--- config.mk ---
export PLATFORM = sky130hd
export DESIGN_NAME = fct_ctrl
export DESIGN_NICKNAME = d
export VERILOG_FILES = /design/src/design/fct_pkg.sv /design/src/design/fct_ctrl.sv
export SDC_FILE = /design/constraint.sdc
export NUM_CORES = 1
export LEC_CHECK = 0
export ABC_CLOCK_PERIOD_IN_PS = 3200
export BUFFER_PORTS_ARGS = -buffer_cell sky130_fd_sc_hd__buf_4
export CORE_AREA = 2 2 39 41
export CTS_BUF_LIST = sky130_fd_sc_hd__clkbuf_8
export CTS_CLUSTER_SIZE = 10
export DETAILED_ROUTE_END_ITERATION = 7
export DIE_AREA = 0 0 41 43
export GPL_TIMING_DRIVEN = 0
export PLACE_DENSITY_LB_ADDON = 0.3
export SYNTH_ARGS = -nofsm -noshare
export SYNTH_HDL_FRONTEND = slang
export SYNTH_SLANG_ARGS = --single-unit
--- constraint.sdc ---
create_clock -name clk -period 3.2 [get_ports clk]
set_clock_uncertainty 0.2 [all_clocks]
set_input_delay 0 -clock clk [delete_from_list [all_inputs] [get_ports clk]]
set_output_delay 0 -clock clk [all_outputs]
set_load 0.02 [all_outputs]
--- src/design/fct_pkg.sv ---
// ----------------------------------------------------------------------------
// fct_pkg
// Shared types and codes for the frustum cull tester.
// ----------------------------------------------------------------------------
package fct_pkg;

	typedef enum logic [1:0] {
		FUNC_LOAD   = 2'd0,
		FUNC_POINT  = 2'd1,
		FUNC_SPHERE = 2'd2,
		FUNC_BOX    = 2'd3
	} func_t;

	typedef enum logic [1:0] {
		VERDICT_INSIDE    = 2'd0,
		VERDICT_INTERSECT = 2'd1,
		VERDICT_OUTSIDE   = 2'd2
	} verdict_t;

	typedef enum logic [1:0] {
		ST_IDLE,
		ST_ISSUE,
		ST_FLUSH,
		ST_FINISH
	} state_t;

	// controller -> datapath
	typedef struct packed {
		logic capture;   // take the input word
		logic issue;     // feed one plane into the pipeline
		logic load_out;  // write the verdict into the output register
	} cmd_t;

	// datapath -> controller
	typedef struct packed {
		logic pipe_empty;
		logic out_free;
	} stat_t;

	localparam int WORD_BITS = 32;
	localparam int FRAC_BITS = 16;
	localparam int PROD_BITS = 2 * WORD_BITS;
	localparam int DIST_BITS = PROD_BITS + 2;

endpackage

--- src/design/fct_ctrl.sv ---
// ----------------------------------------------------------------------------
// fct_ctrl
// Sequencer: takes a word; for a test walks the planes through the pipeline
// and waits for it to drain; hands each verdict to the output register.
// ----------------------------------------------------------------------------
module fct_ctrl #(
	parameter int NUM_PLANES = 6,
	parameter int PIDX_W     = 3
) (
	input  logic              clk,
	input  logic              arst_n,
	input  logic              item_valid,
	input  logic [1:0]        item_func,
	output logic              item_ready,
	output fct_pkg::cmd_t     cmd,
	output logic [PIDX_W-1:0] plane_sel,
	input  fct_pkg::stat_t    stat
);
	import fct_pkg::*;

	localparam logic [PIDX_W-1:0] LAST_PLANE = PIDX_W'(NUM_PLANES - 1);

	state_t            state_q, state_d;
	logic [PIDX_W-1:0] plane_q;

	always_ff @(posedge clk or negedge arst_n) begin
		if (!arst_n) begin
			state_q <= ST_IDLE;
			plane_q <= '0;
		end else begin
			state_q <= state_d;
			if (state_q == ST_IDLE)
				plane_q <= '0;
			else if (state_q == ST_ISSUE)
				plane_q <= plane_q + 1'b1;
		end
	end

	always_comb begin
		state_d = state_q;
		case (state_q)
			ST_IDLE: begin
				if (item_valid) begin
					if (func_t'(item_func) == FUNC_LOAD)
						state_d = ST_FINISH;
					else
						state_d = ST_ISSUE;
				end
			end
			ST_ISSUE: begin
				if (plane_q == LAST_PLANE)
					state_d = ST_FLUSH;
			end
			ST_FLUSH: begin
				if (stat.pipe_empty)
					state_d = ST_FINISH;
			end
			ST_FINISH: begin
				if (stat.out_free)
					state_d = ST_IDLE;
			end
			default: state_d = ST_IDLE;
		endcase
	end

	always_comb begin
		item_ready   = 1'b0;
		cmd.capture  = 1'b0;
		cmd.issue    = 1'b0;
		cmd.load_out = 1'b0;
		case (state_q)
			ST_IDLE: begin
				item_ready  = 1'b1;
				cmd.capture = item_valid;
			end
			ST_ISSUE:  cmd.issue = 1'b1;
			ST_FLUSH:  ;
			ST_FINISH: cmd.load_out = stat.out_free;
			default:   ;
		endcase
	end

	assign plane_sel = plane_q;

endmodule

Word level (Yosys, flattened, before mapping)

Index checks and enable logic that the tools add are counted.

Equal/unequal tests: 8
Shift-type cells: 0
Multiplexer cells: 12
Bitwise operators: 0
Order comparisons: 0
Multiply operators: 0
$add $sub $neg: 1
Reductions and logical operators: 4
Div/mod/pow operators: 0

Operators by type and width:

| cell                  | number |
|---|---|
| $mux W2               | 5 |
| $pmux W2 S4           | 1 |
| $mux W3               | 2 |
| $ne A2 B2 Y1 const B  | 3 |
| $eq A2 B2 Y1 const B  | 2 |
| $logic_not A2 Y1      | 2 |
| $mux W1               | 4 |
| $reduce_and A4 Y1     | 1 |
| $add A3 B1 Y3 const B | 1 |
| $eq A3 B3 Y1 const B  | 1 |
| $eq A2 B1 Y1 const B  | 1 |
| $ne A2 B1 Y1 const B  | 1 |
| $reduce_bool A2 Y1    | 1 |

Input bits: 7
Bits in writable memories: 0
Register bits after elaboration: 5
Bits in latches: 0
Memories: 0
Bits in read-only memories: 0

Depth between registers and ports, before layout

Depth after elaboration: 4
Mapped depth: 5

Worst setup path after synthesis

No wires, ideal clock.

Path kind: register to register
From: register state_q[1]
To: register state_q[1]
Period minus slack after synthesis: 1.846 ns
Stages on the path, launching flop included: 6
Slack: 1.354 ns
Library setup time: 0.082 ns
Arrival: 1.564 ns
Data required time: 2.918 ns
Path through: dfrtp_1 inv_1 ha_1 a21boi_4 or4_4 a22oi_2

Cells in the longest elaborated chain, start to end: 3
Elaborated cells on any way between the ends: 10
Those cells by class: eq/ne (7); mux (1); reduce/logical (2)

Ends and longest elaborated chain:

| item                                                                 | RTL line       | RTL |
|---|---|---|
| start: declaration                                                   | fct_ctrl.sv:23 | `state_t state_q, state_d;` |
| start signal: assignment                                             | fct_ctrl.sv:31 | `state_q <= state_d;` |
| $eq A2 B1 Y1 (tied with other cells)                                 | fct_ctrl.sv:41 | `case (state_q)` |
| $ne A2 B1 Y1 (no source line) / $ne A2 B2 Y1 (equally long branches) | n/a            |  |
| $reduce_and A4 Y1 (no source line)                                   | n/a            |  |

Several ways; a longest one is shown, not always the timed one.
A chain may end at the register's enable or synchronous reset.

Worst setup path in the final report

Same ends and word-level chain as after synthesis.

==> results.toml <==
[drt]
ant_nets = 0
dr.pass1.iters = 2
vias = 302
wl_um = 693
remaining_drc_errors = 0
avgViaCountPerCell = 4.254
wire_per_inst_um = 9.761
drtIter0Drc = 4

[die]
die_h_um = 43
boundaryPins = 14
start_util_pct = 26.13
core_sq_mm = 0.001384
die_area_sq_mm = 0.001763
die_w_um = 41
rows = 14

[cells_and_area]
num-fill-cells = 145
layout_commonest_cell = "buf_4"
final_nets = 69
final_cell_mix = "13 x buf_4, 6 x ha_1, 5 x dfrtp_1, 4 x inv_1, 4 x dlygate4sd3_1"
drive_gt1_share_pct = 36.36
num_antenna_cells = 0
fin_area_sq_um = 564.3
area_growth_pct = 56.06

[timing]
period_minus_slack_ns = 2.061
whs_ns = 0.04624
finalHoldViolCount = 0
slew_viol_final = 0
worst_slew_pin_slew_ns = 0.2972
max-slew-margin-rel_pct = 80.19
tns_ns = 0
fmax_ghz = 0.4851
rsz0062_at_grt = "false"
period_share_pct = 64.41
setup_violations = 0

[pwr]
p_int_w = 0.0003301
swShare_pct = 39.99
seqPwrFrac_pct = 22.0
p_leak_nw = 0.2798
clkPwrFrac_pct = 20.6
comb_power_share_pct = 57.5
p_switching_w = 0.0002199
ir_drop_uv = 512.6
power.density_mw_per_mm2 = 974.7

[clock_tree]
root_buffer = "clkbuf_8"
clkLatencyLatePin_ns = 0.22
numCtsBuffers = 3
clock-sinks = 5
path_clk_slew_ns = 0.04
cts_tree = "done"
cts_resized = 0
cts.path.max_buffers = 2
htreeDepth = 1

[logic_synthesis]
netlist_area_sq_um = 361.6
seq_area_frac_synth_pct = 34.60
synthFlopType = "dfrtp_1"
synth_edf_count = 0
async_flop_share_pct = 100.0
syn_nets = 47
synth_cells = 34
synth.distinct_cells = 19
syn_area_per_cell_sq_um = 10.64
ys_seq_elements = 5
ys_warn_count = 0

[place]
hpwl_um = 516.7
port_buffers = 13
placed_area_sq_um = 479.2
place_congestion = 0.7065

[critical_path]
arrival_ns = 1.96
setup.worst_path.start_class = "register"
cp.required_ns = 3.10
cp_max_fo = 9
cp-end-kind = "register"
crit_type = "register to register"

[grt]
grt_max_degree = 10
grt_first_pass_wirelength_um = 1179
gr-usage-all-layers_pct = 10.13
grt_pass1_vias = 297
overflow = 0
antenna_found_initial = 0

[status]
outcome = "finished clean"

[worst_hold_path]
hold_path_class = "input port to register"

[job]
max-cap-violations = 0
## metrics by stage
step / cells / utilization [%] / setup slack [ns] / total power, W
finish: 71 / 40.78 / 1.139 / 0.0005500
global route: 71 / 40.78 / 0.9984 / 0.0005958
CTS: 71 / 40.78 / 1.144 / 0.0005592
detailed placement: 63 / 34.63 / 1.363 / 0.0004352
global placement: 63 / 34.63 / 1.357 / 0.0004295
floorplan: 34 / - / 1.354 / 0.0003408
## cells by family (layout without fill, tap and decap cells)
logic type	after synthesis	after routing	synth area share (%)
adders and majority gates	6	6	20.76
DFF	5	5	34.60
and+or+nand+nor	12	12	20.07
xor gates and xnor gates	2	2	4.845
AOI/OAI and AO/OA	5	5	13.49
buffers and inverters	3	24	3.114
muxes	1	1	3.114
## metal layers
metal  share of wire, %  global-route usage, %  wire [um]
met4                  0                  4.000          0
met3                9.2                  4.712         64
met1                 46                  10.93        319
met2                 45                  16.25        309
met5                  0                      0          0
## Yosys cell counts, drive strengths merged, types with 2 or more instances
| library cell | count | area share [%] |
|---|---|---|
| inv | 3 | 3.1 |
| nor2b | 2 | 3.5 |
| ha | 6 | 21 |
| and2 | 2 | 3.5 |
| nor2 | 3 | 3.1 |
| dfrtp | 5 | 35 |
## critical path: stages (launching register included)
cell           delay [ns]
dfrtp_1              0.39
inv_1                0.11
ha_1                 0.34
o211ai_1             0.14
dlygate4sd3_1        0.59
o21ai_0              0.10
a22oi_2              0.07
## sequential cells by signal, indices dropped and copies added (netlist names)
register   cells
plane_sel      3
state_q        2
## timing repair
action | 4_1_cts | 5_1_grt
buffers inserted | 0 | 0
hold endpoints to repair | 6 | 0
endpoints found under the setup margin | 0 | 0
hold buffers | 4 | 0
## final timing paths
kind	from	to	slack, ns	cells after the start
setup / recovery	state_q[1]	state_q[1]	1.14	6
hold reg to reg	plane_sel[0]	plane_sel[0]	0.43	2
hold / removal	item_valid	state_q[1]	0.05	4
max in group asynchronous	arst_n	plane_sel[1]	2.10	3
setup reg to reg	state_q[1]	state_q[1]	1.14	6
min in group asynchronous	arst_n	state_q[1]	0.50	3
## final cells by class
type                            instances  area, sq um  share of cell area (%)
Clock buffer                            3        41.29                   7.317
Multi-Input combinational cell         26        225.2                   39.91
Sequential cell                         5        125.1                   22.17
Inverter                                3        11.26                   1.996
Clock inverter                          1        3.754                  0.6652
Timing Repair Buffer                   17        137.6                   24.39
Tap cell                               16        20.02                   3.548
## power groups by stage
stage	clock network [W]	logic, W	registers [W]
3_3_place_gp	0	0.000308	0.000121
2_1_floorplan	0	0.000205	0.000136
5_1_grt	0.000121	0.000348	0.000127
4_1_cts	0.000117	0.000321	0.000121
3_5_place_dp	0	0.000313	0.000123
6_report	0.000113	0.000316	0.000121
Note: power is estimated with default switching activity, not from simulation.
